File: config.mk
export PLATFORM = sky130hd
export DESIGN_NAME = fdms_queue
export DESIGN_NICKNAME = d
export VERILOG_FILES = /design/src/fdms_pkg.sv /design/src/fdms_queue.sv
export SDC_FILE = /design/constraint.sdc
export NUM_CORES = 1
export LEC_CHECK = 0
export BUFFER_PORTS_ARGS = -buffer_cell sky130_fd_sc_hd__buf_2
export CORE_ASPECT_RATIO = 1.75
export CORE_MARGIN = 2
export CORE_UTILIZATION = 54
export DETAILED_ROUTE_END_ITERATION = 8
export PLACE_DENSITY_LB_ADDON = 0.25
export SYNTH_ARGS = -nofsm -noshare
export SYNTH_HDL_FRONTEND = slang
export SYNTH_SLANG_ARGS = --single-unit
File: constraint.sdc
create_clock -name clock -period 6.95 [get_ports clock]
set_clock_uncertainty 0.05 [all_clocks]
set_input_delay 1.0425 -clock clock [delete_from_list [all_inputs] [get_ports clock]]
set_output_delay 1.0425 -clock clock [all_outputs]
set_load 0.01 [all_outputs]
File: src/fdms_pkg.sv
`timescale 1ns / 1ps
`default_nettype none

package fdms_pkg;

   localparam int PIXEL_W   = 8;
   localparam int SIZE_W    = 11;
   localparam int SUM_W     = 36;
   localparam int SQ_W      = 2 * PIXEL_W;
   localparam int CSR_IDX_W = 2;
   localparam int QDEPTH    = 8;
   localparam int QPTR_W    = 3;

   localparam logic [SIZE_W-1:0] WIDTH_RESET  = 11'd640;
   localparam logic [SIZE_W-1:0] HEIGHT_RESET = 11'd480;

   // floor(x / 3) for x < 1024 as (x * 683) >> 11
   localparam logic [9:0] DIV3_MUL   = 10'd683;
   localparam int         DIV3_SHIFT = 11;

   typedef enum logic [CSR_IDX_W-1:0] {
      CSR_FRAME_WIDTH  = 2'd0,
      CSR_FRAME_HEIGHT = 2'd1
   } csr_index_type;

   typedef struct packed {
      logic [PIXEL_W-1:0] pixel;
      logic               include_req;
      logic               sampled;
      logic               primed;
      logic               last;
   } pix_item_type;

   typedef struct packed {
      logic            add;
      logic            last;
      logic [SQ_W-1:0] square;
   } diff_item_type;

   typedef struct packed {
      logic [SUM_W-1:0] frame_sum;
      logic [SUM_W-1:0] filtered_sum;
   } result_type;

   function automatic logic [PIXEL_W-1:0] div3(input logic [9:0] x);
      logic [19:0] prod;
      prod = {10'd0, x} * {10'd0, DIV3_MUL};
      return prod[DIV3_SHIFT +: PIXEL_W];
   endfunction

endpackage

`default_nettype wire

File: src/fdms_queue.sv
`timescale 1ns / 1ps
`default_nettype none

module fdms_queue (
   input  wire logic            clock,
   input  wire logic            reset,
   input  wire logic            reserve,
   input  wire logic            push,
   input  fdms_pkg::result_type push_data,
   input  wire logic            pop,
   output logic                 room,
   output logic                 valid,
   output fdms_pkg::result_type head
);
   import fdms_pkg::*;

   result_type        store [QDEPTH];
   logic [QPTR_W:0]   wr_ptr_ff, rd_ptr_ff, pending_ff, pending_in;

   always_comb begin
      pending_in = pending_ff;
      case ({reserve, pop})
         2'b10:   pending_in = pending_ff + (QPTR_W + 1)'(1);
         2'b01:   pending_in = pending_ff - (QPTR_W + 1)'(1);
         default: pending_in = pending_ff;
      endcase
      room  = pending_ff < (QPTR_W + 1)'(QDEPTH);
      valid = wr_ptr_ff != rd_ptr_ff;
      head  = store[rd_ptr_ff[QPTR_W-1:0]];
   end

   always_ff @(posedge clock) begin
      if (reset) begin
         wr_ptr_ff  <= '0;
         rd_ptr_ff  <= '0;
         pending_ff <= '0;
      end else begin
         pending_ff <= pending_in;
         if (push) begin
            wr_ptr_ff <= wr_ptr_ff + (QPTR_W + 1)'(1);
         end
         if (pop) begin
            rd_ptr_ff <= rd_ptr_ff + (QPTR_W + 1)'(1);
         end
      end
      if (push) begin
         store[wr_ptr_ff[QPTR_W-1:0]] <= push_data;
      end
   end

endmodule

`default_nettype wire

==> reports/results.txt <==
status = finished clean
Pwr Density = 288 nW/um^2
Hold Crit Start = wr_ptr_ff[0]
Yosys top cell by area = edfxtp_1
Seq/Total Area, Yosys = 77.9%
most instantiated cells after synthesis = 576 x edfxtp_1, 144 x mux4_2, 60 x mux2_4, 18 x nor2_1, 16 x buf_2
maximum vdd drop = 0.212 mV
Place WS = 3.06 ns
Starting Density = 54.4%
total track usage = 19.7%
initial drt markers = 655
fill count = 2838
Post-Syn Area = 22600 sq um
slowest cell delay on critical path = 0.94 ns
Worst Setup Start Kind = register
Port Buffers = 150
relative slew slack = 29.4%
vias = 9703
ratio of final minimum period to clock period = 62.6%
compound-gate portion of the synthesized area = 0.194%
top cells by area, synth = edfxtp_1 77%, mux4_2 14%, mux2_4 4.0%
Worst Hold Depth = 2
EDFF count, synth = 576
crit path time final = 4.35 ns
Non-Filler Instances = 1688
Max-cap violations = 0
Clock Latency Late Sink = 0.55 ns
adder-cell share of the synthesized area = 0.277%
worst-path maximum fanout = 87
reg-to-reg slack, setup = 4.40 ns
synthesized flop and latch total = 591
mux contribution to synthesized area = 19.1%
Setup WS post-layout = 2.60 ns
max-slew violation total from the final report = 0
Initial DRT Pass Iterations = 4
simple-gate portion of the synthesized area = 0.665%
I/O Pins = 151
Worst Path Arrival = 3.26 ns
vias in the first global route = 10500
ANT nets after route = 0
final hold vios = 0
Netlist cell types = 28
xor/xnor share of the synthesized area = 0.465%
die area = 43600 sq um
Power Total = 7.37 mW
global-route wire length before repair = 62.6 mm
die height = 275 um
Root Buffer = clkbuf_16
WL per Instance = 24.7 um
dpl cells = 1597
global placer's final weighted congestion = 0.702
TritonCTS clock tree = yes
DP HPWL = 22.1 mm
vias per cell = 5.75
Synth top area share = 76.6%
Post-Route WL = 41.7 mm
Post-CTS Resized = 0
H-tree level count = 2
most common cell in the netlist = edfxtp_1
DRC = 0
Hold Path End = wr_ptr_ff[0]
worst r2r src = wr_ptr_ff[0]
main combinational cell family by area after synthesis = multiplexers
initial antenna violation count = 10
core box area = 41500 sq um
GRT overflow = 0
Leak = 8.25 nW
Final setup viols = 0
clock tree sinks = 591
Yosys warning total = 0
Async SR Flop Fraction = 0%
fmax = 230 MHz
Max stage delay cell, worst path = dfxtp_4
CTS Hold Bufs = 0
crit end category = output pin
Clock Pin Slew Worst Setup and Hold Paths = 0.07 ns
syn_area_per_cell = 24.7 sq um
Worst Tran Pin Value = 1.06 ns
Top FF cell, synth = edfxtp_1
postcts setup bufs = 0
Worst Path Required = 5.86 ns
layout cell share with drive strength beyond 1 = 41.7%
worst path cell trace = buf_12 -> mux4_2 -> mux2_4 -> buf_2
CTS buffer count = 49
synthesized instance count = 914
die width = 159 um
Area Growth Syn to Fin = 13.2%
crit path kind = reg2out
maximum root-to-sink buffer count = 3
worst hold path type = reg2reg
Setup Total Neg Slack = 0 ns
Core Rows = 99
largest net degree at the start of global routing = 88
FF-to-FF End = store[0][70]
worst reg2reg path depth = 4
syn_nets = 996
fin nets = 1175
RSZ-0062 raised after global routing = no
how the worst max path moves through the flow:
stage | start | to | slack, ns | depth (start not counted)
after floorplan | push | store[0][0] | 0.27 | 2
after global placement | register | head[55] | 3.06 | 4
after detailed placement | register | head[55] | 3.06 | 4
after CTS | register | head[55] | 2.45 | 4
after global routing | register | head[55] | 2.30 | 4
final | register | head[51] | 2.60 | 4
flip-flops by register name (all words and copies together) (netlist names), named ones only:
name / cells
wr_ptr_ff: 4
pending_ff: 4
store: 576
rd_ptr_ff: 4
worst max-delay path, delay by kind of cell, from the launching register on:
family | cells | cell delay, ns
multiplexers | 2 | 0.88
flip-flops | 1 | 0.94
buffers and inverters | 2 | 0.74
where the power goes:
| part | switching, mW | internal, mW | leakage [nW] |
|---|---|---|---|
| Combinational | 0.280 | 0.318 | 2.12 |
| Sequential | 0.0527 | 3.99 | 5.36 |
| Clock | 1.19 | 1.55 | 0.780 |
metal layers:
| layer | share of wire (%) | global-route usage (%) | up-vias |
|---|---|---|---|
| met2 | 53 | 34.5 | 212 |
| li1 | - | - | 4235 |
| met1 | 39 | 25.1 | 5161 |
| met3 | 4.9 | 3.61 | 83 |
| met4 | 2.7 | 6.31 | 12 |
| met5 | 0.17 | 0 | - |
stage by stage:
stage	hold WS, ns	area [sq um]	util (%)
global route	0.532	25600	61.6
detailed placement	0.483	24000	57.8
global placement	0.459	24000	57.8
floorplan	0.438	22600	-
finish	0.487	25600	61.7
CTS	0.493	25600	61.6
cell type report:
| class | instances | area [sq um] | share of cell area (%) |
|---|---|---|---|
| clock inverters | 35 | 348 | 1.36 |
| flip-flops and latches | 591 | 17600 | 68.8 |
| well taps | 555 | 694 | 2.71 |
| inverters | 3 | 11.3 | 0.0440 |
| diodes | 5 | 12.5 | 0.0489 |
| repair buffers | 170 | 938 | 3.67 |
| multi-input cells | 278 | 4740 | 18.5 |
| clock buffers | 51 | 1230 | 4.82 |
layout by cell type (no fill, tap or decap), drive strengths merged:
master | Yosys | layout
edfxtp | 576 | 576
buf | 30 | 170
mux4 | 144 | 144
mux2 | 73 | 73
clkbuf | 12 | 51
clkinv | 0 | 25
nor2 | 18 | 18
dfxtp | 15 | 15
xnor2 | 7 | 7
bufinv | 0 | 7
diode | 0 | 5
xor2 | 5 | 5
ha | 5 | 5
nand2 | 4 | 4
nand2b | 4 | 4
a21oi | 4 | 4
inv | 3 | 4
mux2i | 3 | 3
nand4 | 2 | 2
nor3 | 2 | 2
o21ai | 2 | 2
clkinvlp | 0 | 2
or3 | 1 | 1
nor4b | 1 | 1
a31oi | 1 | 1
nand3 | 1 | 1
a21o | 1 | 1
kinds of logic (layout without fill, tap and decap cells):
group | after synthesis | count (layout)
DFF | 591 | 591
xor gates and xnor gates | 12 | 12
other | 0 | 5
muxes | 220 | 220
AOI/OAI and AO/OA | 8 | 8
buffers and inverters | 45 | 259
and+or+nand+nor | 33 | 33
adders and majority gates | 5 | 5
Note: power is estimated with default switching activity, not from simulation.
