[src/fdms_pkg.sv]
`timescale 1ns / 1ps
`default_nettype none

package fdms_pkg;

   localparam int PIXEL_W   = 8;
   localparam int SIZE_W    = 11;
   localparam int SUM_W     = 36;
   localparam int SQ_W      = 2 * PIXEL_W;
   localparam int CSR_IDX_W = 2;
   localparam int QDEPTH    = 8;
   localparam int QPTR_W    = 3;

   localparam logic [SIZE_W-1:0] WIDTH_RESET  = 11'd640;
   localparam logic [SIZE_W-1:0] HEIGHT_RESET = 11'd480;

   // floor(x / 3) for x < 1024 as (x * 683) >> 11
   localparam logic [9:0] DIV3_MUL   = 10'd683;
   localparam int         DIV3_SHIFT = 11;

   typedef enum logic [CSR_IDX_W-1:0] {
      CSR_FRAME_WIDTH  = 2'd0,
      CSR_FRAME_HEIGHT = 2'd1
   } csr_index_type;

   typedef struct packed {
      logic [PIXEL_W-1:0] pixel;
      logic               include_req;
      logic               sampled;
      logic               primed;
      logic               last;
   } pix_item_type;

   typedef struct packed {
      logic            add;
      logic            last;
      logic [SQ_W-1:0] square;
   } diff_item_type;

   typedef struct packed {
      logic [SUM_W-1:0] frame_sum;
      logic [SUM_W-1:0] filtered_sum;
   } result_type;

   function automatic logic [PIXEL_W-1:0] div3(input logic [9:0] x);
      logic [19:0] prod;
      prod = {10'd0, x} * {10'd0, DIV3_MUL};
      return prod[DIV3_SHIFT +: PIXEL_W];
   endfunction

endpackage

`default_nettype wire

[src/fdms_scan.sv]
`timescale 1ns / 1ps
`default_nettype none

module fdms_scan #(
   parameter int MAX_WIDTH   = 1920,
   parameter int MAX_HEIGHT  = 1080,
   parameter int SAMPLE_STEP = 10,
   parameter int ADDR_W      = 16
) (
   input  wire logic                           clock,
   input  wire logic                           reset,
   input  wire logic                           fire,
   input  wire logic [fdms_pkg::PIXEL_W-1:0]   pixel,
   input  wire logic                           include_req,
   input  wire logic                           csr_write,
   input  wire logic [fdms_pkg::CSR_IDX_W-1:0] csr_index,
   input  wire logic [fdms_pkg::SIZE_W-1:0]    csr_wdata,
   output fdms_pkg::pix_item_type              item,
   output logic      [ADDR_W-1:0]              addr,
   output logic                                frame_last,
   output logic                                restart
);
   import fdms_pkg::*;

   localparam int COLS    = (MAX_WIDTH + SAMPLE_STEP - 1) / SAMPLE_STEP;
   localparam int PHASE_W = (SAMPLE_STEP > 1) ? $clog2(SAMPLE_STEP) : 1;
   localparam logic [PHASE_W-1:0] PHASE_LAST = PHASE_W'(SAMPLE_STEP - 1);
   localparam logic [ADDR_W-1:0]  ROW_STRIDE = ADDR_W'(COLS);

   logic [SIZE_W-1:0]  column_ff, column_in, row_ff, row_in;
   logic [PHASE_W-1:0] col_phase_ff, col_phase_in, row_phase_ff, row_phase_in;
   logic [ADDR_W-1:0]  col_idx_ff, col_idx_in, row_base_ff, row_base_in;
   logic               primed_ff, primed_in;
   logic [SIZE_W-1:0]  frame_width_ff, frame_width_in, frame_height_ff, frame_height_in;
   logic [SIZE_W-1:0]  w_eff, h_eff;
   logic               col_last, row_last, in_range, size_change;

   always_comb begin
      w_eff      = (frame_width_ff == '0) ? SIZE_W'(1) : frame_width_ff;
      h_eff      = (frame_height_ff == '0) ? SIZE_W'(1) : frame_height_ff;
      col_last   = ({1'b0, column_ff} + (SIZE_W + 1)'(1)) >= {1'b0, w_eff};
      row_last   = ({1'b0, row_ff} + (SIZE_W + 1)'(1)) >= {1'b0, h_eff};
      frame_last = col_last && row_last;
      in_range   = (32'(column_ff) < MAX_WIDTH) && (32'(row_ff) < MAX_HEIGHT);

      item.pixel       = pixel;
      item.include_req = include_req;
      item.sampled     = in_range && (col_phase_ff == '0) && (row_phase_ff == '0);
      item.primed      = primed_ff;
      item.last        = frame_last;
      addr             = row_base_ff + col_idx_ff;

      size_change = 1'b0;
      case (csr_index)
         CSR_FRAME_WIDTH:  size_change = csr_write && (csr_wdata != frame_width_ff);
         CSR_FRAME_HEIGHT: size_change = csr_write && (csr_wdata != frame_height_ff);
         default:          size_change = 1'b0;
      endcase
      restart = size_change;
   end

   always_comb begin
      column_in       = column_ff;
      row_in          = row_ff;
      col_phase_in    = col_phase_ff;
      row_phase_in    = row_phase_ff;
      col_idx_in      = col_idx_ff;
      row_base_in     = row_base_ff;
      primed_in       = primed_ff;
      frame_width_in  = frame_width_ff;
      frame_height_in = frame_height_ff;

      if (csr_write) begin
         case (csr_index)
            CSR_FRAME_WIDTH:  frame_width_in  = csr_wdata;
            CSR_FRAME_HEIGHT: frame_height_in = csr_wdata;
            default: ;
         endcase
         // restart priming from the top of a frame
         if (size_change) begin
            column_in    = '0;
            row_in       = '0;
            col_phase_in = '0;
            row_phase_in = '0;
            col_idx_in   = '0;
            row_base_in  = '0;
            primed_in    = 1'b0;
         end
      end else if (fire) begin
         if (col_last) begin
            column_in    = '0;
            col_phase_in = '0;
            col_idx_in   = '0;
            if (row_last) begin
               row_in       = '0;
               row_phase_in = '0;
               row_base_in  = '0;
               primed_in    = 1'b1;
            end else begin
               row_in = row_ff + SIZE_W'(1);
               if (row_phase_ff == PHASE_LAST) begin
                  row_phase_in = '0;
                  row_base_in  = row_base_ff + ROW_STRIDE;
               end else begin
                  row_phase_in = row_phase_ff + PHASE_W'(1);
               end
            end
         end else begin
            column_in = column_ff + SIZE_W'(1);
            if (col_phase_ff == PHASE_LAST) begin
               col_phase_in = '0;
               col_idx_in   = col_idx_ff + ADDR_W'(1);
            end else begin
               col_phase_in = col_phase_ff + PHASE_W'(1);
            end
         end
      end
   end

   always_ff @(posedge clock) begin
      if (reset) begin
         column_ff       <= '0;
         row_ff          <= '0;
         col_phase_ff    <= '0;
         row_phase_ff    <= '0;
         col_idx_ff      <= '0;
         row_base_ff     <= '0;
         primed_ff       <= 1'b0;
         frame_width_ff  <= WIDTH_RESET;
         frame_height_ff <= HEIGHT_RESET;
      end else begin
         column_ff       <= column_in;
         row_ff          <= row_in;
         col_phase_ff    <= col_phase_in;
         row_phase_ff    <= row_phase_in;
         col_idx_ff      <= col_idx_in;
         row_base_ff     <= row_base_in;
         primed_ff       <= primed_in;
         frame_width_ff  <= frame_width_in;
         frame_height_ff <= frame_height_in;
      end
   end

endmodule

`default_nettype wire

[config.mk]
export PLATFORM = sky130hd
export DESIGN_NAME = fdms_scan
export DESIGN_NICKNAME = d
export VERILOG_FILES = /design/src/fdms_pkg.sv /design/src/fdms_scan.sv
export SDC_FILE = /design/constraint.sdc
export NUM_CORES = 1
export LEC_CHECK = 0
export ABC_AREA = 1
export BUFFER_PORTS_ARGS = -buffer_cell sky130_fd_sc_hd__buf_2
export CAP_MARGIN = 20
export CORE_MARGIN = 4
export CORE_UTILIZATION = 40
export CTS_BUF_LIST = sky130_fd_sc_hd__clkbuf_16
export CTS_CLUSTER_DIAMETER = 30
export CTS_CLUSTER_SIZE = 40
export DETAILED_ROUTE_END_ITERATION = 8
export GPL_TIMING_DRIVEN = 0
export SYNTH_ARGS = -nofsm -noshare
export SYNTH_HDL_FRONTEND = slang
export SYNTH_SLANG_ARGS = --single-unit
[constraint.sdc]
create_clock -name clock -period 8.47 [get_ports clock]
set_input_delay 1.694 -clock clock [delete_from_list [all_inputs] [get_ports clock]]
set_output_delay 1.694 -clock clock [all_outputs]
set_load 0.02 [all_outputs]
==> metrics.md <==
| Metric | Value |
|---|---|
| Hold crit path type | `register to register` |
| Top cells by area, synth | `dfxtp_1 28%, nand2_1 14%, ha_1 9.0%` |
| Largest net degree at the start of global routing | `14` |
| Max Slew Vio Count | `0` |
| PortBufs | `46` |
| Initial antenna violation count | `0` |
| Setup_tns | `0 ns` |
| Unrepaired setup endpoints after global routing | `no` |
| Final hold viol count | `0` |
| Post-synthesis sequential area ratio | `27.7%` |
| Slew headroom | `56.0%` |
| Required @ worst endpoint | `6.78 ns` |
| Vias in the first global route | `5241` |
| CP Class | `register to output port` |
| Yosys top cell by area | `dfxtp_1` |
| Setup violators final | `0` |
| Clk sink count | `79` |
| Period utilization | `60.7%` |
| WP data arrival | `3.45 ns` |
| Num CTS Buffers | `9` |
| Crit-path max cell delay | `0.40 ns` |
| Status | `finished, final reports clean` |
| Fmax | `194 MHz` |
| First drt pass iteration count | `5` |
| Worst-skew pair later-pin latency | `0.35 ns` |
| Mapped Avg Cell Area | `6.58 µm²` |
| Buf/Inv on CP | `3` |
| P_leak | `3.10 nW` |
| Top cells by count, synth | `212 x nand2_1, 99 x nor2_1, 98 x inv_1, 79 x dfxtp_1, 74 x nand3_1` |
| DP HPWL | `11500 µm` |
| Synthesis warning total | `0` |
| First-pass GRT wire length | `25500 µm` |
| Most common cell in the netlist | `nand2_1` |
| Post-CTS Setup Inserts | `0` |
| CP Cell Sequence | `ha_1 > nand2_1 > nor3_1 > nand2_1 > nor2_1 > nand2_1 > xnor2_1 > ha_1 > nand3_1 > o21bai_1 > nand2_1 > nor2_1 > nand2_1 > nand2_1 > inv_1 > buf_4 > buf_2` |
| Ant diodes | `0` |
| Area of the core | `13900 µm²` |
| Final instance area | `6480 µm²` |
| Hold Slack | `0.446 ns` |
| Utilization after layout | `46.5%` |
| Via count | `5505` |
| Pwr Total | `0.00105 W` |
| Post-synth cell types | `38` |
| Tmin final | `5.14 ns` |
| CP endpoint kind | `output port` |
| Die X | `127 µm` |
| CP max-delay cell | `dfxtp_1` |
| Aggregate global routing overflow | `0` |
| Max_cap viols | `0` |
| Clk slew on worst S/H paths | `0.07 ns` |
| DR DRC count | `0` |
| Syn nets | `935` |
| CP top delay family | `simple AND/OR/NAND/NOR gates` |
| Die Y | `127 µm` |
| Post-Route WL | `14800 µm` |
| Site Rows | `43` |
| CP most frequent cell | `nand2_1` |
| Cts repair resizes | `0` |
| Initial DRC Count | `273` |
| Post-synth EDFFs | `0` |
| Placer Congestion | `0.848` |
| Async set or reset register ratio after synthesis | `0%` |
| Hold_sp | `primed_ff` |
| Reg2Reg Setup Slack | `4.97 ns` |
| Antenna viol nets, final | `0` |
| Hold Buf Count CTS | `0` |
| GRT Util Overall | `19.4%` |
| Post-Synthesis Cell Area | `5710 µm²` |
| Share of layout cells above drive strength 1 | `12.3%` |
| NumNets Final | `992` |
| Critical Path Source | `column_ff[0]` |
| Initial core utilization | `41.0%` |
| Synth Register Bits | `79` |
| Yosys top cell area share | `27.7%` |
| Worst Skew | `0.00934 ns` |
| Origin of the critical flop-to-flop path | `column_ff[0]` |
| Placed standard-cell area | `6170 µm²` |
| Crit Path Max Fanout | `6` |
| Top FF cell, synth | `dfxtp_1` |
| Maximum vdd ir drop | `0.0000832 V` |
| Area added between synthesis and finish | `13.5%` |
| CTS H-tree depth | `3` |
| Worst-Margin Slew | `0.660 ns` |
| WL per Instance | `13.3 µm` |
| Via/cell ratio | `4.96` |
| Startpoint types | `register` |
| DIE AREA | `16300 µm²` |
| Syn Inst Count | `868` |
| Longest Clk Path Bufs | `2` |
| Pwr Density | `162 nW/µm²` |
| CTS tree | `built` |
| Root buf cell | `clkbuf_16` |
| Ports | `56` |
layout by cell type, fill, tap and decap left out, drive strengths merged:
cell type / n
clkinvlp: 1
xnor2: 16
nand3: 77
o21ai: 34
and3: 1
a21o: 3
inv: 102
o21bai: 2
o2111ai: 1
nand2: 219
nor3: 21
a31oi: 1
a41o: 1
a21oi: 68
ha: 41
bufinv: 2
or2: 5
dfxtp: 79
o211ai: 8
nand4: 12
o41ai: 3
xor2: 22
nor2: 100
nand3b: 8
clkinv: 4
buf: 72
clkbuf: 27
sequential cells by signal, summed over array words and instances, names as in the netlist:
signal	flops
col_phase_ff	4
row_ff	11
col_idx_ff	16
primed_ff	1
row_phase_ff	4
frame_height_ff	11
column_ff	11
frame_width_ff	11
row_base_ff	10
path summary, 6_finish.rpt:
path,to,cells after the start
worst max-delay path,item[0],17
worst min-delay path,primed_ff,2
worst max register to register,col_idx_ff[6],19
worst min register to register,primed_ff,2
report_power, final:
group          internal, W  switching, W
registers         0.000392     0.0000207
clock network     0.000256      0.000161
logic            0.0000782      0.000139
routing by layer:
| metal | global-route usage (%) | vias up | wire (µm) |
|---|---|---|---|
| li1 | - | 2925 | - |
| met1 | 24.7 | 2451 | 6860 |
| met2 | 33.2 | 113 | 7120 |
| met3 | 3.01 | 16 | 582 |
| met4 | 6.56 | 0 | 233 |
| met5 | 0 | - | 0 |
through the flow:
step,worst slack (ns),instances
floorplan,3.97,868
global placement,3.49,1094
detailed placement,3.48,1094
CTS,3.27,1110
global route,2.99,1110
finish,3.33,1110
cells by family after synthesis:
family / after synthesis / share of synthesized area, %
adder cells (fa/ha/maj): 41 / 8.98
flip-flops: 79 / 27.7
XOR/XNOR: 38 / 5.83
buffers and inverters: 146 / 11.3
AO/OA/AOI/OAI: 121 / 11.6
AND/OR/NAND/NOR: 443 / 34.6
area by class of cell:
cell class / count / area [µm²]
fill: 1482 / 7450
multi-input combinational: 643 / 3490
sequential: 79 / 1580
inverter: 102 / 384
buffer: 44 / 259
timing repair buffer: 46 / 230
clock buffer: 9 / 225
tap: 180 / 225
clock inverter: 7 / 88.8
tightest hold or removal path, cell delays in order, from the launching register on:
cell and delay (ns):
dfxtp_1 0.31, inv_1 0.05, a21oi_1 0.05
Note: power is estimated with default switching activity, not from simulation.
