File: src/fdms_pkg.sv
`timescale 1ns / 1ps
`default_nettype none

package fdms_pkg;

   localparam int PIXEL_W   = 8;
   localparam int SIZE_W    = 11;
   localparam int SUM_W     = 36;
   localparam int SQ_W      = 2 * PIXEL_W;
   localparam int CSR_IDX_W = 2;
   localparam int QDEPTH    = 8;
   localparam int QPTR_W    = 3;

   localparam logic [SIZE_W-1:0] WIDTH_RESET  = 11'd640;
   localparam logic [SIZE_W-1:0] HEIGHT_RESET = 11'd480;

   // floor(x / 3) for x < 1024 as (x * 683) >> 11
   localparam logic [9:0] DIV3_MUL   = 10'd683;
   localparam int         DIV3_SHIFT = 11;

   typedef enum logic [CSR_IDX_W-1:0] {
      CSR_FRAME_WIDTH  = 2'd0,
      CSR_FRAME_HEIGHT = 2'd1
   } csr_index_type;

   typedef struct packed {
      logic [PIXEL_W-1:0] pixel;
      logic               include_req;
      logic               sampled;
      logic               primed;
      logic               last;
   } pix_item_type;

   typedef struct packed {
      logic            add;
      logic            last;
      logic [SQ_W-1:0] square;
   } diff_item_type;

   typedef struct packed {
      logic [SUM_W-1:0] frame_sum;
      logic [SUM_W-1:0] filtered_sum;
   } result_type;

   function automatic logic [PIXEL_W-1:0] div3(input logic [9:0] x);
      logic [19:0] prod;
      prod = {10'd0, x} * {10'd0, DIV3_MUL};
      return prod[DIV3_SHIFT +: PIXEL_W];
   endfunction

endpackage

`default_nettype wire

File: src/fdms_accum.sv
`timescale 1ns / 1ps
`default_nettype none

module fdms_accum (
   input  wire logic               clock,
   input  wire logic               reset,
   input  wire logic               restart,
   input  wire logic               c_valid,
   input  fdms_pkg::diff_item_type c_item,
   output logic                    push,
   output fdms_pkg::result_type    push_data
);
   import fdms_pkg::*;

   localparam int TOT_W = SUM_W + 4;

   logic [SUM_W-1:0] partial_ff, partial_in;
   logic             d_valid_ff;
   logic [SUM_W-1:0] d_sum_ff, running_ff;
   logic [SUM_W:0]   ext;
   logic [SUM_W-1:0] sum_now;
   logic [TOT_W-1:0] total;

   always_comb begin
      ext     = {1'b0, partial_ff} +
                (c_item.add ? (SUM_W + 1)'(c_item.square) : '0);
      sum_now = ext[SUM_W] ? '1 : ext[SUM_W-1:0];

      partial_in = partial_ff;
      if (restart) begin
         partial_in = '0;
      end else if (c_valid) begin
         partial_in = c_item.last ? '0 : sum_now;
      end

      // 15 * running + sum, then drop four bits
      total = {running_ff, 4'b0000} - {4'b0000, running_ff} + {4'b0000, d_sum_ff};

      push                   = d_valid_ff;
      push_data.frame_sum    = d_sum_ff;
      push_data.filtered_sum = total[TOT_W-1:4];
   end

   always_ff @(posedge clock) begin
      if (reset) begin
         partial_ff <= '0;
         d_valid_ff <= 1'b0;
         running_ff <= '0;
      end else begin
         partial_ff <= partial_in;
         d_valid_ff <= c_valid && c_item.last;
         if (d_valid_ff) begin
            running_ff <= total[TOT_W-1:4];
         end
      end
      if (c_valid && c_item.last) begin
         d_sum_ff <= sum_now;
      end
   end

endmodule

`default_nettype wire

File: config.mk
export PLATFORM = sky130hd
export DESIGN_NAME = fdms_accum
export DESIGN_NICKNAME = d
export VERILOG_FILES = /design/src/fdms_pkg.sv /design/src/fdms_accum.sv
export SDC_FILE = /design/constraint.sdc
export NUM_CORES = 1
export LEC_CHECK = 0
export BUFFER_PORTS_ARGS = -buffer_cell sky130_fd_sc_hd__buf_2
export CORE_UTILIZATION = 45
export CTS_CLUSTER_DIAMETER = 40
export CTS_CLUSTER_SIZE = 28
export DETAILED_ROUTE_END_ITERATION = 6
export PLACE_DENSITY = 0.61
export SETUP_SLACK_MARGIN = 0.1
export SLEW_MARGIN = 20
export SYNTH_ARGS = -nofsm -noshare
export SYNTH_HDL_FRONTEND = slang
export SYNTH_SLANG_ARGS = --single-unit
File: constraint.sdc
create_clock -name clock -period 7.7 [get_ports clock]
set_input_delay 0.77 -clock clock [delete_from_list [all_inputs] [get_ports clock]]
set_output_delay 0.77 -clock clock [all_outputs]
set_load 0.01 [all_outputs]
==> impl_metrics.env, run 1 <==
export IMPL_status="finished, violations left"
export IMPL_violations="design-rule violations"
export IMPL_pwr_share_seq=0.256
export IMPL_drive_above_1_share=0.129
export IMPL_vias_per_cell=5.25
export IMPL_avgSynthCellArea_um2=8.48
export IMPL_grt_pass1_wl_mm=34.1
export IMPL_fp_row_count=49
export IMPL_reg2reg_depth=12
export IMPL_die_h_um=138
export IMPL_switchingPower_uw=1150
export IMPL_io_buffers=94
export IMPL_rsz0062_at_grt="no"
export IMPL_dieArea_um2=19100
export IMPL_start_util=0.462
export IMPL_r2r_start="running_ff[11]$_SDFFE_PP0P_"
export IMPL_finalHoldViolCount=0
export IMPL_syn_to_final_growth_pct=11.2
export IMPL_syn_num_nets=1097
export IMPL_finalNetCount=1169
export IMPL_critPathRequiredTime_ps=6930
export IMPL_worst_pin_slew_ps=979
export IMPL_io_pins=95
export IMPL_rrSetupSlack_ps=3870
export IMPL_path_depth=14
export IMPL_insertion_delay_ps=360
export IMPL_grt_pass1_vias=6362
export IMPL_antenna_found_initial=0
export IMPL_ys_ff_latch=109
export IMPL_cts_resized=0
export IMPL_cp_max_fo=8
export IMPL_drtPass1Iterations=7
export IMPL_die_w_um=138
export IMPL_n_fill_cell=1776
export IMPL_wire_per_inst_um=16.2
export IMPL_root_buffer="clkbuf_16"
export IMPL_synthesis_area_um2=8360
export IMPL_critPathTopFamily="compound AO/OA/AOI/OAI gates"
export IMPL_initialDrtViolationCount=479
export IMPL_maxCapViolations=0
export IMPL_place_hpwl_mm=16.0
export IMPL_internal_power_uw=1460
export IMPL_wl_mm=20.9
export IMPL_critPathMaxStageDelay_ps=530
export IMPL_crit_path_end="push_data[29]"
export IMPL_synth_edff_count=36
export IMPL_coreArea_um2=18100
export IMPL_worstSetupStartpointType="flip-flop"
export IMPL_tns_ps=0
export IMPL_ir_drop_v=0.000113
export IMPL_async_flop_share=0
export IMPL_final_common_cell="inv_1"
export IMPL_cts_hold_buf=0
export IMPL_cts_tree="yes"
export IMPL_drc=8
export IMPL_htreeDepth=3
export IMPL_cts_setup_buffers=0
export IMPL_clk_pin_slew_ps=80
export IMPL_holdWs_ps=484
export IMPL_ant_nets=0
export IMPL_layout_cells_non_filler=1292
export IMPL_p_leak_uw=0.00417
export IMPL_regArea_um2=2540
export IMPL_critPathSlowestCell="fa_1"
export IMPL_overflow=0
export IMPL_setup_viol=0
export IMPL_track_usage=0.224
export IMPL_synth_warnings=0
export IMPL_synth_ff_type="dfxtp_1"
export IMPL_clock_fmax_ghz=0.214
export IMPL_reg2reg_to="running_ff[31]$_SDFFE_PP0P_"
export IMPL_cts_sinks=109
export IMPL_fin_crit_ps=4670
export IMPL_critPathLaunch="d_sum_ff[9]$_DFFE_PP_"
export IMPL_gp_congestion=0.888
export IMPL_multiInputGateArea_um2=5110
export IMPL_dp_cells=1276
export IMPL_layout_common_cells="inv_1, buf_2, nor2_1"
export IMPL_switching_share=0.441
export IMPL_fin_skew_ps=11.5
export IMPL_yosysSeqAreaShare=0.304
export IMPL_comb_power_share=0.565
export IMPL_insertedDiodeCount=0
export IMPL_netlist_instances=986
export IMPL_grt_max_degree=53
export IMPL_maxSlewViolCount=0
export IMPL_endpoint_kind="output port"
export IMPL_vias=6785
export IMPL_hp_class="flip-flop to flip-flop"
export IMPL_pwr_share_clk=0.179
export IMPL_critical_path_class="flip-flop to output port"
export IMPL_ys_types=69
export IMPL_arrival_ps=3900
export IMPL_max_slew_margin=0.348
export IMPL_cts_buffer_depth=2
export IMPL_powerDensity_nw_per_um2=280
export IMPL_crit_buf_inv=3
export IMPL_path_cells="inv_1, fa_1, inv_1, ha_1, o21a_1, nor2_1, or3_4, o31ai_4, a21oi_4, o31ai_4, a22o_2, a31oi_1, xnor2_1, buf_2"
export IMPL_finalCritPeriodShare=0.607
export IMPL_cts_buffers_inserted=9
worst min path at each step:
stage / end / cells after the start / slack (ps) / from
global route: partial_ff[2]$_SDFFE_PP0P_ / 2 / 500 / partial_ff[2]$_SDFFE_PP0P_
detailed placement: partial_ff[12]$_SDFFE_PP0P_ / 1 / 470 / partial_ff[12]$_SDFFE_PP0P_
CTS: partial_ff[2]$_SDFFE_PP0P_ / 2 / 490 / partial_ff[2]$_SDFFE_PP0P_
global placement: partial_ff[0]$_SDFFE_PP0P_ / 2 / 470 / partial_ff[0]$_SDFFE_PP0P_
finish: partial_ff[2]$_SDFFE_PP0P_ / 2 / 480 / partial_ff[2]$_SDFFE_PP0P_
floorplan: partial_ff[2]$_SDFFE_PP0P_ / 2 / 450 / partial_ff[2]$_SDFFE_PP0P_
cells by family after synthesis:
kind of cell,after synthesis,share of synthesized area
buf+inv,191,0.0861
fa+ha+maj,89,0.163
mux,32,0.0389
simple gates,275,0.160
compound gates,232,0.187
xor+xnor,58,0.0608
flops,109,0.304
flip-flops by register name, indices dropped and copies added (netlist names):
signal      count
running_ff     36
d_sum_ff       36
partial_ff     36
push            1
area by class of cell:
cell class	instances	area share
clock buffers	10	0.0246
clock inverters	6	0.00565
inverters	155	0.0626
multi-input cells	686	0.550
flip-flops and latches	109	0.274
well taps	229	0.0308
repair buffers	97	0.0530
cells in the mapped netlist (all sizes together) (7+ instances only):
cell / number / area share
a211oi: 12 / 0.011
a21o: 22 / 0.020
a21oi: 68 / 0.042
a22o: 8 / 0.0085
a22oi: 7 / 0.0063
a31oi: 13 / 0.011
and2: 24 / 0.018
and3: 17 / 0.013
clkbuf: 30 / 0.013
dfxtp: 73 / 0.17
edfxtp: 36 / 0.13
fa: 33 / 0.079
ha: 56 / 0.084
inv: 154 / 0.069
mux2i: 28 / 0.034
nand2: 72 / 0.032
nand3: 17 / 0.011
nand4: 7 / 0.0052
nor2: 79 / 0.035
nor3: 22 / 0.014
o21a: 7 / 0.0063
o21ai: 40 / 0.024
o21bai: 7 / 0.0063
o31ai: 13 / 0.015
or3: 9 / 0.0073
xnor2: 39 / 0.041
xor2: 19 / 0.020
routing by layer:
| metal | wire length [um] | GRT usage | up-vias |
|---|---|---|---|
| met3 | 625 | 0.0336 | 6 |
| li1 | - | - | 3531 |
| met2 | 9400 | 0.352 | 120 |
| met4 | 161 | 0.0444 | 0 |
| met1 | 10700 | 0.327 | 3128 |
| met5 | 0 | 0 | - |
worst reg2reg max path: stages (launching register included):
cell	delay [ps]
dfxtp_1	440
inv_1	90
fa_1	510
inv_1	40
ha_1	400
and4_1	270
nand4_1	160
a211oi_1	570
o21ai_1	180
o21ai_0	330
a31oi_1	200
or4_1	430
o311ai_0	110
power by group through the flow:
stage	Clock, uW	Sequential (uW)	Combinational (uW)
2_1_floorplan	0	673	1040
3_3_place_gp	0	680	1460
3_5_place_dp	0	681	1470
4_1_cts	482	668	1480
5_1_grt	502	672	1650
6_report	465	667	1470
metrics by stage:
step                worst slack, ps  area [um2]  total power [uW]   util
finish                         3030        9300              2610  0.514
global route                   2770        9300              2820  0.514
CTS                            3010        9280              2630  0.513
detailed placement             3180        9000              2150  0.498
global placement               3270        9000              2140  0.498
floorplan                      3620        8360              1710      -
(Power assumes the default switching activity.)
==> run 2: changes to the inputs <==
--- a/config.mk
+++ b/config.mk
@@ -5,12 +5,13 @@
 export SDC_FILE = /design/constraint.sdc
 export NUM_CORES = 1
 export LEC_CHECK = 0
+export ABC_AREA = 1
 export BUFFER_PORTS_ARGS = -buffer_cell sky130_fd_sc_hd__buf_2
 export CORE_UTILIZATION = 45
 export CTS_CLUSTER_DIAMETER = 40
 export CTS_CLUSTER_SIZE = 28
 export DETAILED_ROUTE_END_ITERATION = 6
-export PLACE_DENSITY = 0.61
+export PLACE_DENSITY = 0.6
 export SETUP_SLACK_MARGIN = 0.1
 export SLEW_MARGIN = 20
 export SYNTH_ARGS = -nofsm -noshare
==> constraint.sdc (replaced) <==
create_clock -name clock -period 4.9 [get_ports clock]
set_input_delay 0.49 -clock clock [delete_from_list [all_inputs] [get_ports clock]]
set_output_delay 0.49 -clock clock [all_outputs]
set_load 0.01 [all_outputs]
==> run 2 against run 1 <==
Against the previous run:
- the flow still finishes with violations (design-rule violations)
- clock power rose by 75%
- via count rose by 39%
- design area rose by 15%
- clock skew rose by 5.7 ps
- synthesized cell count rose by 52%
- critical path type unchanged
==> impl_metrics.env, run 2 <==
export IMPL_drc=2
export IMPL_grt_pass1_vias=9132
export IMPL_muxShareOfSynthArea=0
export IMPL_cts_hold_buf=0
export IMPL_maxCapViolations=0
export IMPL_status="finished, violations left"
export IMPL_vias_per_cell=5.05
export IMPL_synth_top_family_by_area="simple AND/OR/NAND/NOR gates"
export IMPL_tns_ps=0
export IMPL_critical_path_class="flip-flop to output port"
export IMPL_die_w_um=148
export IMPL_synth_ff_type="dfxtp_1"
export IMPL_insertion_delay_ps=360
export IMPL_p_leak_uw=0.00574
export IMPL_max_slew_margin=0.372
export IMPL_wire_per_inst_um=15.7
export IMPL_yosysSeqAreaShare=0.264
export IMPL_ant_nets=0
export IMPL_syn_num_nets=1613
export IMPL_synthXorXnorAreaFrac=0.0218
export IMPL_regArea_um2=2540
export IMPL_fin_skew_ps=17.2
export IMPL_rrSetupSlack_ps=1790
export IMPL_violations="design-rule violations"
export IMPL_grt_max_degree=56
export IMPL_worstSetupStartpointType="flip-flop"
export IMPL_cts_buffer_depth=2
export IMPL_synth_area_top_cells="nand2_1, dfxtp_1, inv_1, edfxtp_1, ha_1"
export IMPL_finalHoldViolCount=0
export IMPL_finalNetCount=1695
export IMPL_ys_ff_latch=109
export IMPL_synthAdderAreaFrac=0.141
export IMPL_multiInputGateArea_um2=5780
export IMPL_cts_setup_buffers=0
export IMPL_yosysMostFrequentCell="nand2_1"
export IMPL_setup_viol=0
export IMPL_drive_above_1_share=0.0988
export IMPL_io_buffers=94
export IMPL_fin_util=0.508
export IMPL_worst_pin_slew_ps=942
export IMPL_synth_top_area_share=0.174
export IMPL_fp_row_count=53
export IMPL_cts_buffers_inserted=9
export IMPL_die_h_um=148
export IMPL_start_util=0.459
export IMPL_synth_compound_area_frac=0.110
export IMPL_endpoint_kind="output port"
export IMPL_yosysTopAreaCell="nand2_1"
export IMPL_grt_pass1_wl_mm=46.6
export IMPL_cts_tree="yes"
export IMPL_async_flop_share=0
export IMPL_track_usage=0.274
export IMPL_htreeDepth=3
export IMPL_initialDrtViolationCount=605
export IMPL_critPathRequiredTime_ps=4410
export IMPL_critPathMaxStageDelay_ps=530
export IMPL_reg2reg_depth=14
export IMPL_syn_to_final_growth_pct=10.7
export IMPL_path_common_cell="nand2_1"
export IMPL_reg_top3="d_sum_ff x36, partial_ff x36, running_ff x36"
export IMPL_place_hpwl_mm=24.0
export IMPL_hp_class="primary input to flip-flop"
export IMPL_min_path_cells=3
export IMPL_clk_pin_slew_ps=90
export IMPL_rsz0062_at_grt="no"
export IMPL_overflow=0
export IMPL_clock_fmax_ghz=0.256
export IMPL_synth_edff_count=36
export IMPL_antenna_found_initial=0
export IMPL_path_cells="inv_1, fa_1, inv_1, ha_1, nand2_1, nor2_1, nand2_1, a21oi_1, nor2_1, o21ai_0, or2_2, nand2_1, buf_2"
export IMPL_avgSynthCellArea_um2=6.42
export IMPL_cp_max_fo=4
export IMPL_powerDensity_nw_per_um2=302
export IMPL_layout_common_cells="nand2_1, inv_1, nor2_1"
export IMPL_synthTopCellsByCount="nand2_1, inv_1, nor2_1"
export IMPL_maxSlewViolCount=0
export IMPL_n_fill_cell=2222
export IMPL_coreArea_um2=21000
export IMPL_ir_drop_v=0.000168
export IMPL_ys_types=39
export IMPL_io_pins=95
export IMPL_finalCritPeriodShare=0.798
export IMPL_cts_sinks=109
export IMPL_gp_congestion=0.984
export IMPL_synthSimpleGateAreaFrac=0.327
export IMPL_netlist_instances=1502
export IMPL_synth_warnings=0
export IMPL_insertedDiodeCount=0
export IMPL_cts_resized=0
export IMPL_vias=9416
export IMPL_final_common_cell="nand2_1"
export IMPL_drtPass1Iterations=7
export IMPL_synthesis_area_um2=9640
export IMPL_dieArea_um2=22000
export IMPL_holdWs_ps=380
export IMPL_fin_crit_ps=3910
export IMPL_wl_mm=29.3
export IMPL_arrival_ps=3420
export IMPL_critPathSlowestCell="fa_1"
export IMPL_root_buffer="clkbuf_16"
-- run 2: logic make-up after synthesis --
kind of cell	Yosys count
adders and majority gates	89
DFF	109
xor gates and xnor gates	24
and+or+nand+nor	733
AOI/OAI and AO/OA	202
buffers and inverters	345
-- run 2: power by group --
part	total, uW	switching, uW	leakage, uW	internal [uW]
Sequential	994	26.0	0.000915	968
Combinational	1410	941	0.00467	473
Clock	814	402	0.000155	413
Total	3220	1370	0.00574	1850
-- run 2: path summary, 6_finish.rpt --
check / start / endpoint
worst max-delay path: d_sum_ff[10]$_DFFE_PP_ / push_data[15]
worst min-delay path: c_valid / push$_SDFF_PP0_
worst max register to register: d_sum_ff[10]$_DFFE_PP_ / running_ff[15]$_SDFFE_PP0P_
worst min register to register: partial_ff[6]$_SDFFE_PP0P_ / partial_ff[6]$_SDFFE_PP0P_
-- run 2: critical path: cells and delay by family (launching register included) --
kind | cells | cell delay, ps
compound gates | 2 | 620
fa+ha+maj | 2 | 880
buf+inv | 3 | 270
flops | 1 | 360
simple gates | 6 | 930
-- run 2: per-stage QoR --
stage               total power, uW  cell area (um2)  std cells  setup WS (ps)
floorplan                      1940             9640       1502           2040
global placement               2410            10400       1848           1420
detailed placement             2420            10400       1848           1410
CTS                            3240            10700       1864            999
global route                   3450            10700       1864            802
finish                         3220            10700       1864            988
-- run 2: final cells by class --
| cell class | count | area share |
|---|---|---|
| tap | 275 | 0.0322 |
| clock buffer | 9 | 0.0211 |
| inverter | 319 | 0.112 |
| clock inverter | 7 | 0.00821 |
| timing repair buffer | 97 | 0.0462 |
| multi-input combinational | 1048 | 0.542 |
| sequential | 109 | 0.238 |
-- run 2: per-layer routing --
layer / vias up / track usage / wire, um
li1: 4839 / - / -
met1: 4312 / 0.347 / 13100
met2: 225 / 0.475 / 13900
met3: 40 / 0.0442 / 1560
met4: 0 / 0.0851 / 701
met5: - / 0 / 0
==> run 3: changes to the inputs <==
--- a/config.mk
+++ b/config.mk
@@ -11,7 +11,7 @@
 export CTS_CLUSTER_DIAMETER = 40
 export CTS_CLUSTER_SIZE = 28
 export DETAILED_ROUTE_END_ITERATION = 6
-export PLACE_DENSITY = 0.6
+export PLACE_DENSITY = 0.63
 export SETUP_SLACK_MARGIN = 0.1
 export SLEW_MARGIN = 20
 export SYNTH_ARGS = -nofsm -noshare
==> constraint.sdc (replaced) <==
create_clock -name clock -period 3.2 [get_ports clock]
set_input_delay 0.32 -clock clock [delete_from_list [all_inputs] [get_ports clock]]
set_output_delay 0.32 -clock clock [all_outputs]
set_load 0.01 [all_outputs]
==> run 3 against run 2 <==
Against the previous run:
- the flow finishes with violations (negative setup slack)
- combinational power grew to 2.6 times the previous value
- cell count is 4.0% higher
- sequential power is 53% higher
- critical path type unchanged
- largest power group unchanged
==> impl_metrics.env, run 3 (synthesis results as in run 2) <==
export IMPL_layout_common_cells="nand2_1, inv_1, a21oi_1"
export IMPL_drc=0
export IMPL_root_buffer="clkbuf_16"
export IMPL_start_util=0.459
export IMPL_initialDrtViolationCount=693
export IMPL_insertion_delay_ps=370
export IMPL_ant_nets=0
export IMPL_dp_cells=1865
export IMPL_rsz0062_at_grt="yes"
export IMPL_maxSlewViolCount=0
export IMPL_wire_per_inst_um=16.6
export IMPL_switchingPower_uw=2830
export IMPL_io_pins=95
export IMPL_fin_skew_ps=14.7
export IMPL_layout_cells_non_filler=1939
export IMPL_setup_viol=4
export IMPL_p_total_uw=6450
export IMPL_cp_max_fo=4
export IMPL_crit_buf_inv=3
export IMPL_grt_max_degree=56
export IMPL_status="finished, violations left"
export IMPL_vias_per_cell=5.18
export IMPL_die_h_um=148
export IMPL_switching_share=0.439
export IMPL_cts_sinks=109
export IMPL_worst_pin_slew_ps=952
export IMPL_finalNetCount=1770
export IMPL_pwr_share_clk=0.190
export IMPL_critical_path_class="flip-flop to output port"
export IMPL_p_leak_uw=0.00642
export IMPL_comb_power_share=0.573
export IMPL_grt_pass1_vias=9506
export IMPL_grt_pass1_wl_mm=48.5
export IMPL_drive_above_1_share=0.320
export IMPL_path_cells="inv_2, fa_1, inv_2, ha_4, a21oi_4, a21boi_4, nor2_2, o21bai_1, nand3_2, nand2_1, nand2_2, buf_6"
export IMPL_overflow=0
export IMPL_powerDensity_nw_per_um2=494
export IMPL_gp_congestion=0.936
export IMPL_violations="negative setup slack"
export IMPL_wl_mm=32.2
export IMPL_coreArea_um2=21000
export IMPL_place_hpwl_mm=23.6
export IMPL_finalCritPeriodShare=1.01
export IMPL_dp_slack_ps=-170
export IMPL_critPathRequiredTime_ps=2880
export IMPL_fin_crit_ps=3230
export IMPL_final_common_cell="nand2_1"
export IMPL_cts_tree="yes"
export IMPL_ir_drop_v=0.000342
export IMPL_dieArea_um2=22000
export IMPL_die_w_um=148
export IMPL_arrival_ps=2910
export IMPL_max_slew_margin=0.365
export IMPL_pwr_share_seq=0.237
export IMPL_cts_buffers_inserted=9
export IMPL_syn_to_final_growth_pct=35.3
export IMPL_internal_power_uw=3610
export IMPL_clk_pin_slew_ps=80
export IMPL_cts_buffer_depth=2
export IMPL_track_usage=0.285
export IMPL_io_buffers=94
export IMPL_worst_slack_ps=-32.4
export IMPL_tns_ps=-85.2
export IMPL_reg_top3="d_sum_ff x36, partial_ff x36, running_ff x36"
export IMPL_critPathTopFamily="adder cells"
export IMPL_clock_fmax_ghz=0.309
export IMPL_critPathSlowestCell="fa_1"
export IMPL_path_common_cell="inv_2"
export IMPL_insertedDiodeCount=0
export IMPL_fp_row_count=53
export IMPL_cts_hold_buf=0
export IMPL_drtPass1Iterations=5
export IMPL_worstSetupStartpointType="flip-flop"
export IMPL_antenna_found_initial=0
export IMPL_endpoint_kind="output port"
export IMPL_maxCapViolations=0
export IMPL_finalHoldViolCount=0
export IMPL_vias=10000
export IMPL_hp_class="primary input to flip-flop"
export IMPL_critPathMaxStageDelay_ps=570
export IMPL_htreeDepth=3
-- run 3: changes by cell type in the layout (fill, tap and decap cells not counted), moves of 32 or more --
| cell | before | now |
|---|---|---|
| a21oi_1 | 124 | 89 |
| buf_4 | 3 | 69 |
| ha_1 | 56 | 24 |
| ha_4 | 0 | 32 |
| nand2_1 | 446 | 352 |
| nand2_2 | 1 | 68 |
| nor2_1 | 128 | 71 |
| nor2_4 | 0 | 32 |
-- run 3: path summary, 6_finish.rpt --
kind | endpoint | slack (ps) | start | depth (start not counted)
hold / removal | push$_SDFF_PP0_ | 210 | c_valid | 3
setup / recovery | push_data[22] | -30 | d_sum_ff[13]$_DFFE_PP_ | 12
setup reg to reg | running_ff[22]$_SDFFE_PP0P_ | 220 | d_sum_ff[13]$_DFFE_PP_ | 15
hold reg to reg | partial_ff[2]$_SDFFE_PP0P_ | 480 | partial_ff[2]$_SDFFE_PP0P_ | 2
-- run 3: worst reg2reg max path: cells and delay by family (launching register included) --
family,cells,cell delay (ps)
AO/OA/AOI/OAI,4,860
adder cells (fa/ha/maj),2,850
buffers and inverters,5,440
flip-flops,1,370
AND/OR/NAND/NOR,4,350
-- run 3: per-layer routing --
layer  vias up  track usage  share of wire
li1       4997            -              -
met2       277        0.515           0.50
met4         0       0.0768          0.032
met3        72       0.0396          0.047
met5         -            0              0
met1      4701        0.353           0.43
-- run 3: area by class of cell --
class                      count  area, um2
clock buffer                   9        225
fill                        1847       7980
tap                          275        344
clock inverter                 7       91.3
sequential                   109       2560
inverter                     319       1200
multi-input combinational   1048       7460
timing repair buffer         172       1170
-- run 3: power groups by stage --
stage | Combinational, uW | Sequential [uW] | Clock, uW
6_report | 3700 | 1520 | 1230
5_1_grt | 3960 | 1530 | 1300
4_1_cts | 2880 | 1520 | 1250
3_5_place_dp | 2200 | 1550 | 0
3_3_place_gp | 2190 | 1550 | 0
2_1_floorplan | 1420 | 1550 | 0
-- run 3: timing repair --
item	4_1_cts	5_1_grt
buffers inserted	30	30
pin swaps	45	107
resized for setup	216	233
setup endpoints to repair	32	30
cloned	0	0
-- run 3: through the flow --
| step | hold slack [ps] | utilization | cell area, um2 |
|---|---|---|---|
| final | 207 | 0.621 | 13000 |
| after global routing | 221 | 0.621 | 13000 |
| after CTS | 201 | 0.570 | 12000 |
| after detailed placement | 463 | 0.499 | 10500 |
| after global placement | 458 | 0.499 | 10500 |
| after floorplan | 450 | - | 9640 |
